==> src/design/c2ifm_pkg.sv <==
// Shared types and codes for the two-wire debug interface frame master.
package c2ifm_pkg;

  localparam int unsigned CfgIndexW = 1;
  localparam int unsigned CfgDataW  = 8;

  // Command codes carried in mode
  localparam logic [2:0] MODE_NONE     = 3'd0;
  localparam logic [2:0] MODE_AR_READ  = 3'd1;
  localparam logic [2:0] MODE_AR_WRITE = 3'd2;
  localparam logic [2:0] MODE_DR_READ  = 3'd3;
  localparam logic [2:0] MODE_DR_WRITE = 3'd4;
  localparam logic [2:0] MODE_RESET    = 3'd5;

  // Clock actions
  localparam logic [1:0] CLK_IDLE  = 2'd0;
  localparam logic [1:0] CLK_PULSE = 2'd1;
  localparam logic [1:0] CLK_LOW   = 2'd2;

  // Register indexes
  localparam logic [CfgIndexW-1:0] REG_RESET_LOW    = 1'b0;
  localparam logic [CfgIndexW-1:0] REG_RESET_SETTLE = 1'b1;

  localparam logic [7:0] RESET_LOW_DEFAULT    = 8'd20;
  localparam logic [7:0] RESET_SETTLE_DEFAULT = 8'd2;

  typedef struct packed {
    logic [2:0] mode;
    logic [7:0] data_in;
    logic       line_sample;
  } item_t;

  typedef struct packed {
    logic [1:0] clock_action;
    logic       line_enable;
    logic       line_level;
    logic       frame_done;
    logic [7:0] read_byte;
    logic       busy_res;
  } result_t;

  typedef struct packed {
    logic [7:0] reset_low_slots;
    logic [7:0] reset_settle_slots;
  } cfg_t;

endpackage

==> src/design/c2ifm_fsm.sv <==
// Frame sequencer: slot state machine with the registered result of each slot.
module c2ifm_fsm (
  input  logic              clk,
  input  logic              rst,
  input  logic              step,
  input  c2ifm_pkg::item_t  item,
  input  c2ifm_pkg::cfg_t   cfg,
  output c2ifm_pkg::result_t res
);

  typedef enum logic [3:0] {
    PH_IDLE  = 4'd0,
    PH_INS   = 4'd1,
    PH_LEN   = 4'd2,
    PH_WDATA = 4'd3,
    PH_RDATA = 4'd4,
    PH_WAIT  = 4'd5,
    PH_STOP  = 4'd6,
    PH_RLOW  = 4'd7,
    PH_RHIGH = 4'd8
  } phase_t;

  phase_t     phase, phase_next;
  logic [2:0] frame_kind, frame_kind_next;
  logic [3:0] bit_count, bit_count_next;
  logic [7:0] shift_byte, shift_byte_next;
  logic       sample_pending, sample_pending_next;
  logic [7:0] reset_timer, reset_timer_next;
  c2ifm_pkg::result_t res_next;

  logic [3:0] bc_inc;
  logic [7:0] sampled;
  logic [7:0] timer_dec;
  logic [7:0] low_first;
  logic [7:0] settle_load;
  logic [1:0] ins_code;
  logic       is_read;

  assign bc_inc      = bit_count + 4'd1;
  assign sampled     = sample_pending ? {item.line_sample, shift_byte[7:1]} : shift_byte;
  assign timer_dec   = (reset_timer != 8'd0) ? reset_timer - 8'd1 : reset_timer;
  assign low_first   = (cfg.reset_low_slots == 8'd0) ? 8'd0 : cfg.reset_low_slots - 8'd1;
  assign settle_load = (cfg.reset_settle_slots == 8'd0) ? 8'd1 : cfg.reset_settle_slots;
  assign is_read     = (frame_kind == c2ifm_pkg::MODE_AR_READ) ||
                       (frame_kind == c2ifm_pkg::MODE_DR_READ);

  always_comb begin
    case (frame_kind)
      c2ifm_pkg::MODE_AR_READ:  ins_code = 2'd2;
      c2ifm_pkg::MODE_AR_WRITE: ins_code = 2'd3;
      c2ifm_pkg::MODE_DR_WRITE: ins_code = 2'd1;
      default:                  ins_code = 2'd0;
    endcase
  end

  always_comb begin
    phase_next          = phase;
    frame_kind_next     = frame_kind;
    bit_count_next      = bit_count;
    shift_byte_next     = shift_byte;
    sample_pending_next = sample_pending;
    reset_timer_next    = reset_timer;
    res_next            = '0;
    res_next.clock_action = c2ifm_pkg::CLK_IDLE;

    case (phase)
      PH_IDLE: begin
        if (item.mode inside {[c2ifm_pkg::MODE_AR_READ:c2ifm_pkg::MODE_DR_WRITE]}) begin
          frame_kind_next     = item.mode;
          shift_byte_next     = (item.mode == c2ifm_pkg::MODE_AR_WRITE ||
                                 item.mode == c2ifm_pkg::MODE_DR_WRITE) ? item.data_in : 8'd0;
          sample_pending_next = 1'b0;
          bit_count_next      = 4'd0;
          res_next.clock_action = c2ifm_pkg::CLK_PULSE;
          res_next.line_enable  = 1'b1;
          phase_next          = PH_INS;
        end else if (item.mode == c2ifm_pkg::MODE_RESET) begin
          frame_kind_next       = c2ifm_pkg::MODE_RESET;
          res_next.clock_action = c2ifm_pkg::CLK_LOW;
          if (low_first == 8'd0) begin
            reset_timer_next = settle_load;
            phase_next       = PH_RHIGH;
          end else begin
            reset_timer_next = low_first;
            phase_next       = PH_RLOW;
          end
        end
      end
      PH_INS: begin
        res_next.clock_action = c2ifm_pkg::CLK_PULSE;
        res_next.line_enable  = 1'b1;
        res_next.line_level   = bit_count[0] ? ins_code[1] : ins_code[0];
        bit_count_next        = bc_inc;
        if (bc_inc >= 4'd2) begin
          bit_count_next = 4'd0;
          if (frame_kind == c2ifm_pkg::MODE_AR_READ) begin
            phase_next = PH_RDATA;
          end else if (frame_kind == c2ifm_pkg::MODE_AR_WRITE) begin
            phase_next = PH_WDATA;
          end else begin
            phase_next = PH_LEN;
          end
        end
      end
      PH_LEN: begin
        res_next.clock_action = c2ifm_pkg::CLK_PULSE;
        res_next.line_enable  = 1'b1;
        bit_count_next        = bc_inc;
        if (bc_inc >= 4'd2) begin
          bit_count_next      = 4'd0;
          sample_pending_next = 1'b0;
          phase_next = (frame_kind == c2ifm_pkg::MODE_DR_WRITE) ? PH_WDATA : PH_WAIT;
        end
      end
      PH_WDATA: begin
        res_next.clock_action = c2ifm_pkg::CLK_PULSE;
        res_next.line_enable  = 1'b1;
        res_next.line_level   = shift_byte[0];
        shift_byte_next       = {1'b0, shift_byte[7:1]};
        bit_count_next        = bc_inc;
        if (bc_inc >= 4'd8) begin
          bit_count_next      = 4'd0;
          sample_pending_next = 1'b0;
          phase_next = (frame_kind == c2ifm_pkg::MODE_DR_WRITE) ? PH_WAIT : PH_STOP;
        end
      end
      PH_WAIT: begin
        if (sample_pending && item.line_sample) begin
          if (frame_kind == c2ifm_pkg::MODE_DR_READ) begin
            shift_byte_next       = 8'd0;
            res_next.clock_action = c2ifm_pkg::CLK_PULSE;
            sample_pending_next   = 1'b1;
            bit_count_next        = 4'd1;
            phase_next            = PH_RDATA;
          end else begin
            // ready seen on a write: this slot is the stop slot
            res_next.clock_action = c2ifm_pkg::CLK_PULSE;
            res_next.line_enable  = 1'b1;
            res_next.frame_done   = 1'b1;
            res_next.read_byte    = is_read ? shift_byte : 8'd0;
            sample_pending_next   = 1'b0;
            bit_count_next        = 4'd0;
            phase_next            = PH_IDLE;
          end
        end else begin
          res_next.clock_action = c2ifm_pkg::CLK_PULSE;
          sample_pending_next   = 1'b1;
        end
      end
      PH_RDATA: begin
        shift_byte_next       = sampled;
        res_next.clock_action = c2ifm_pkg::CLK_PULSE;
        sample_pending_next   = 1'b1;
        bit_count_next        = bc_inc;
        if (bc_inc >= 4'd8) begin
          bit_count_next = 4'd0;
          phase_next     = PH_STOP;
        end
      end
      PH_STOP: begin
        shift_byte_next       = sampled;
        res_next.clock_action = c2ifm_pkg::CLK_PULSE;
        res_next.line_enable  = 1'b1;
        res_next.frame_done   = 1'b1;
        res_next.read_byte    = is_read ? sampled : 8'd0;
        sample_pending_next   = 1'b0;
        bit_count_next        = 4'd0;
        phase_next            = PH_IDLE;
      end
      PH_RLOW: begin
        res_next.clock_action = c2ifm_pkg::CLK_LOW;
        reset_timer_next      = timer_dec;
        if (timer_dec == 8'd0) begin
          reset_timer_next = settle_load;
          phase_next       = PH_RHIGH;
        end
      end
      PH_RHIGH: begin
        reset_timer_next = timer_dec;
        if (timer_dec == 8'd0) begin
          res_next.frame_done = 1'b1;
          phase_next          = PH_IDLE;
        end
      end
      default: begin
        phase_next = PH_IDLE;
      end
    endcase

    res_next.busy_res = (phase_next != PH_IDLE);
  end

  always_ff @(posedge clk) begin
    if (rst) begin
      phase          <= PH_IDLE;
      frame_kind     <= c2ifm_pkg::MODE_NONE;
      bit_count      <= 4'd0;
      shift_byte     <= 8'd0;
      sample_pending <= 1'b0;
      reset_timer    <= 8'd0;
      res            <= '0;
    end else if (step) begin
      phase          <= phase_next;
      frame_kind     <= frame_kind_next;
      bit_count      <= bit_count_next;
      shift_byte     <= shift_byte_next;
      sample_pending <= sample_pending_next;
      reset_timer    <= reset_timer_next;
      res            <= res_next;
    end
  end

  assert property (@(posedge clk) disable iff (rst)
    res.busy_res == (phase != PH_IDLE))
    else $error("busy flag out of step with sequencer phase");

  assert property (@(posedge clk) disable iff (rst)
    (res.read_byte != 8'd0) |-> res.frame_done)
    else $error("read byte shown outside a frame end");

  assert property (@(posedge clk) disable iff (rst)
    (res.clock_action == c2ifm_pkg::CLK_LOW) |-> (!res.line_enable && frame_kind ==
      c2ifm_pkg::MODE_RESET))
    else $error("clock held low outside a target reset");

  assert property (@(posedge clk) disable iff (rst)
    (phase == PH_INS || phase == PH_LEN) |-> (bit_count < 4'd2))
    else $error("header bit count overrun");

endmodule

==> src/design/c2_interface_frame_master.sv <==
// Top level of the two-wire debug interface frame master.
// A slot beat is held in the input stage register, and its result in the result register.
// Throughput: one slot per clock unless a result waits on res_ready.
// Stage and result register advance together; the stage refills while a result is taken.
// Reset: sequencer idle, reset_low_slots = 20, reset_settle_slots = 2, no beats held.
module c2_interface_frame_master (
  input  logic       clk,
  input  logic       rst,

  input  logic       item_valid,
  output logic       item_ready,
  input  logic [2:0] mode,
  input  logic [7:0] data_in,
  input  logic       line_sample,

  output logic       res_valid,
  input  logic       res_ready,
  output logic [1:0] clock_action,
  output logic       line_enable,
  output logic       line_level,
  output logic       frame_done,
  output logic [7:0] read_byte,
  output logic       busy_res,

  input  logic                                cfg_we,
  input  logic [c2ifm_pkg::CfgIndexW-1:0]     cfg_index,
  input  logic [c2ifm_pkg::CfgDataW-1:0]      cfg_data
);

  c2ifm_pkg::cfg_t    cfg;
  c2ifm_pkg::item_t   stage;
  c2ifm_pkg::result_t res;
  logic               stage_valid;
  logic               step;

  assign step       = stage_valid && (!res_valid || res_ready);
  assign item_ready = !stage_valid || step;

  always_ff @(posedge clk) begin
    if (rst) begin
      cfg.reset_low_slots    <= c2ifm_pkg::RESET_LOW_DEFAULT;
      cfg.reset_settle_slots <= c2ifm_pkg::RESET_SETTLE_DEFAULT;
    end else if (cfg_we) begin
      case (cfg_index)
        c2ifm_pkg::REG_RESET_LOW:    cfg.reset_low_slots    <= cfg_data;
        c2ifm_pkg::REG_RESET_SETTLE: cfg.reset_settle_slots <= cfg_data;
        default: ;
      endcase
    end
  end

  always_ff @(posedge clk) begin
    if (rst) begin
      stage_valid <= 1'b0;
    end else if (item_ready) begin
      stage_valid <= item_valid;
    end
  end

  always_ff @(posedge clk) begin
    if (item_ready && item_valid) begin
      stage.mode        <= mode;
      stage.data_in     <= data_in;
      stage.line_sample <= line_sample;
    end
  end

  always_ff @(posedge clk) begin
    if (rst) begin
      res_valid <= 1'b0;
    end else if (step) begin
      res_valid <= 1'b1;
    end else if (res_ready) begin
      res_valid <= 1'b0;
    end
  end

  c2ifm_fsm u_fsm (
    .clk  (clk),
    .rst  (rst),
    .step (step),
    .item (stage),
    .cfg  (cfg),
    .res  (res)
  );

  assign clock_action = res.clock_action;
  assign line_enable  = res.line_enable;
  assign line_level   = res.line_level;
  assign frame_done   = res.frame_done;
  assign read_byte    = res.read_byte;
  assign busy_res     = res.busy_res;

endmodule
==> config.mk <==
export PLATFORM = sky130hd
export DESIGN_NAME = c2_interface_frame_master
export DESIGN_NICKNAME = d
export VERILOG_FILES = /design/src/design/c2ifm_pkg.sv /design/src/design/c2ifm_fsm.sv /design/src/design/c2_interface_frame_master.sv
export SDC_FILE = /design/constraint.sdc
export NUM_CORES = 1
export LEC_CHECK = 0
export ABC_AREA = 1
export BUFFER_PORTS_ARGS = -buffer_cell sky130_fd_sc_hd__buf_2
export CORE_MARGIN = 2
export CORE_UTILIZATION = 60
export DETAILED_ROUTE_END_ITERATION = 16
export HOLD_SLACK_MARGIN = 0.08
export PLACE_DENSITY = 0.91
export SLEW_MARGIN = 20
export SYNTH_ARGS = -nofsm -noshare
export SYNTH_HDL_FRONTEND = slang
export SYNTH_HIERARCHICAL = 1
export SYNTH_SLANG_ARGS = --single-unit
==> constraint.sdc <==
create_clock -name clk -period 2.26 [get_ports clk]
set_input_delay 0.226 -clock clk [delete_from_list [all_inputs] [get_ports clk]]
set_output_delay 0.226 -clock clk [all_outputs]
set_load 0.05 [all_outputs]
==> metrics.cfg <==
[run]
maxCapViolCount = 0

[place]
gp_congestion = 0.969
port_buffers = 41
post-place-ws_ns = 0.0887
hpwl_um = 7790

[critical_path]
critPathCaptureType = register
crit_top_cell = nand2_1
required_ns = 2.51
cpMaxStageDelayCell = dfxtp_1
path_class = register to register
cpLargestDelayFamily = simple AND/OR/NAND/NOR gates
start_kind = register
crit_buf_inv = 2
crit_chain = inv_1 -> ha_2 -> nand2_1 -> nor2_4 -> nand2_2 -> nand3_1 -> nand2_1 -> nor2_4 -> a21boi_1 -> o21bai_1 -> nand3_1 -> nand2_1 -> inv_1
cp_slowest_stage_delay_ns = 0.32
worst-endpoint-arrival_ns = 2.35
cp_max_fo = 7

[sta]
setup_slack_ns = 0.166
finalHoldViolations = 0
relSlewSlack = 0.665
min_period_ns = 2.09
worstMarginPinSlew_ns = 0.503
max_freq_ghz = 0.478
fin_crit_sh = 0.926
setup-violations-final = 0
skew_ns = 0.0130
finalMaxSlewViolations = 0

[clock_tree]
path_clk_slew_ns = 0.08
cts.htree.levels = 3
cts_root_buf = clkbuf_8
insertion_delay_ns = 0.36
cts.sinks = 72
numCtsBuffers = 9
clock_path_buffers = 2
cts_tree = yes

[die]
rows = 31
die_w_um = 89.0
core_area_um2 = 7140
start_util = 0.608
io_pins = 42
dieArea_um2 = 7930
die_h_um = 89.0

[synthesis]
synth_edf_count = 12
yosysSeqAreaShare = 0.360
synth-simple-area-share = 0.336
synth.area.top_cells = dfxtp_1 (28%), nand2_1 (12%), edfxtp_1 (8.3%), inv_1 (6.7%), nor2_1 (6.1%)
synth.cell_area_um2 = 4340
synth_xor_area_frac = 0.00606
syn_avg_cell_area_um2 = 6.78
synth_ff_type = dfxtp_1
syn_inst = 640
syn_nets = 670
yosys.area.top_type = dfxtp_1
async_flop_share = 0
yosysWarningCount = 6
synth_top_area_frac = 0.277
yosys.area_share.adder = 0.0115
synthMuxAreaShare = 0
ys_seq_elements = 72
synth_compound_area_frac = 0.179
synth_top_family_by_area = simple AND/OR/NAND/NOR gates
ys_types = 43

[global_routing]
grt_pass1_wl_um = 19400
grt_max_degree = 19
grt_pass1_vias = 4314
grt_use_total = 0.314
grt_antenna_before_repair = 0
overflow = 0

[cells_and_area]
fillers = 538
nets = 731
final_cell_mix = nand2_1 (143), inv_1 (76), nor2_1 (70), dfxtp_1 (59), nand3_1 (51)
final_common_cell = nand2_1
num_antenna_cells = 0
area_delta_synth_final_pct = 15.9
drive_above_1_share = 0.194
final_util = 0.705

[drt]
routedWlPerCell_um = 14.9
routed_wl_um = 12000
via_count = 4643
ant_nets = 0
first_pass_iters = 8
drc = 0
vias_per_cell = 5.77
drt-initial-drc-count = 437

[hold_path]
holdCritPathClass = input port to register

[pwr]
peakVddDrop_mv = 0.498
powerDensity_nw_per_um2 = 693
p_leak_nw = 2.35

[status]
outcome = completed

per-layer routing:
layer,global-route usage,routed length (µm)
met1,0.392,4800
met2,0.524,5680
met3,0.0637,1050
met4,0.141,455
met5,0,0
final cells by class:
class,count,area (µm²),share of cell area
multi-input combinational,454,2330,0.463
sequential,72,1560,0.311
timing repair buffer,65,415,0.0826
inverter,99,378,0.0751
clock buffer,9,124,0.0246
tap,99,124,0.0246
clock inverter,7,95.1,0.0189
path summary, 6_finish.rpt:
kind                                                        start                                end  slack [ns]  cells past startpoint
worst min register to register         u_fsm/res[13]$_SDFFE_PP0P_         u_fsm/res[13]$_SDFFE_PP0P_        0.47                      2
worst max-delay path            u_fsm/reset_timer[1]$_SDFFE_PP0P_  u_fsm/reset_timer[0]$_SDFFE_PP0P_        0.17                     13
worst min-delay path                                  cfg_data[1]                cfg[1]$_SDFFE_PP1P_        0.11                      3
worst max register to register  u_fsm/reset_timer[1]$_SDFFE_PP0P_  u_fsm/reset_timer[0]$_SDFFE_PP0P_        0.17                     13
synth_stat cells, types with 2 or more instances:
cell,n
a211oi_1,2
a21oi_1,37
a21oi_2,3
a221oi_1,4
a31oi_1,10
buf_2,4
buf_6,3
clkbuf_1,7
dfxtp_1,60
edfxtp_1,12
ha_1,4
inv_1,77
inv_2,21
nand2_1,144
nand2_2,7
nand3_1,51
nand4_1,8
nor2_1,70
nor2_2,10
nor2_4,7
nor3_1,6
nor3_4,3
o211ai_1,6
o21ai_0,43
o21ai_1,18
o21ai_2,3
o221ai_1,2
xor2_1,3
repair_timing:
item                                    4_1_cts  5_1_grt
endpoints found under the setup margin        0       14
buffers inserted                              0        2
hold buffers                                 12        0
endpoints found under the hold margin        12        0
gates resized for setup                       0        8
registers in the layout, summed over array words and instances, names as in the netlist:
| signal | flops |
|---|---|
| cfg | 16 |
| res_valid | 1 |
| stage | 12 |
| stage_valid | 1 |
| u_fsm/bit_count | 4 |
| u_fsm/frame_kind | 3 |
| u_fsm/phase | 4 |
| u_fsm/res | 14 |
| u_fsm/reset_timer | 8 |
| u_fsm/sample_pending | 1 |
| u_fsm/shift_byte | 8 |
worst min-delay path, delay by kind of cell:
kind / cells / cell delay, ns
AND/OR/NAND/NOR: 2 / 0.12
buffers and inverters: 1 / 0.09
power by group:
| group | switching, W | internal, W |
|---|---|---|
| registers | 0.0000796 | 0.00139 |
| logic | 0.000584 | 0.000287 |
| clock network | 0.000522 | 0.000624 |
logic make-up (layout without fill, tap and decap cells):
logic type,after synthesis,after routing
AOI/OAI and AO/OA,134,134
xor gates and xnor gates,3,3
adders and majority gates,4,4
buffers and inverters,114,180
DFF,72,72
and+or+nand+nor,313,313
per-stage QoR:
step | std cells | power [W] | setup TNS [ns] | hold slack [ns] | area (µm²)
6_report | 805 | 0.00348 | 0 | 0.110 | 5030
5_1_grt | 805 | 0.00363 | -0.00238 | 0.130 | 5030
2_1_floorplan | 640 | 0.00209 | 0 | 0.295 | 4340
3_3_place_gp | 775 | 0.00224 | 0 | 0.402 | 4660
4_1_cts | 803 | 0.00341 | 0 | 0.109 | 5000
3_5_place_dp | 775 | 0.00228 | 0 | 0.404 | 4660
No activity file was read; power rests on OpenSTA's default activity.
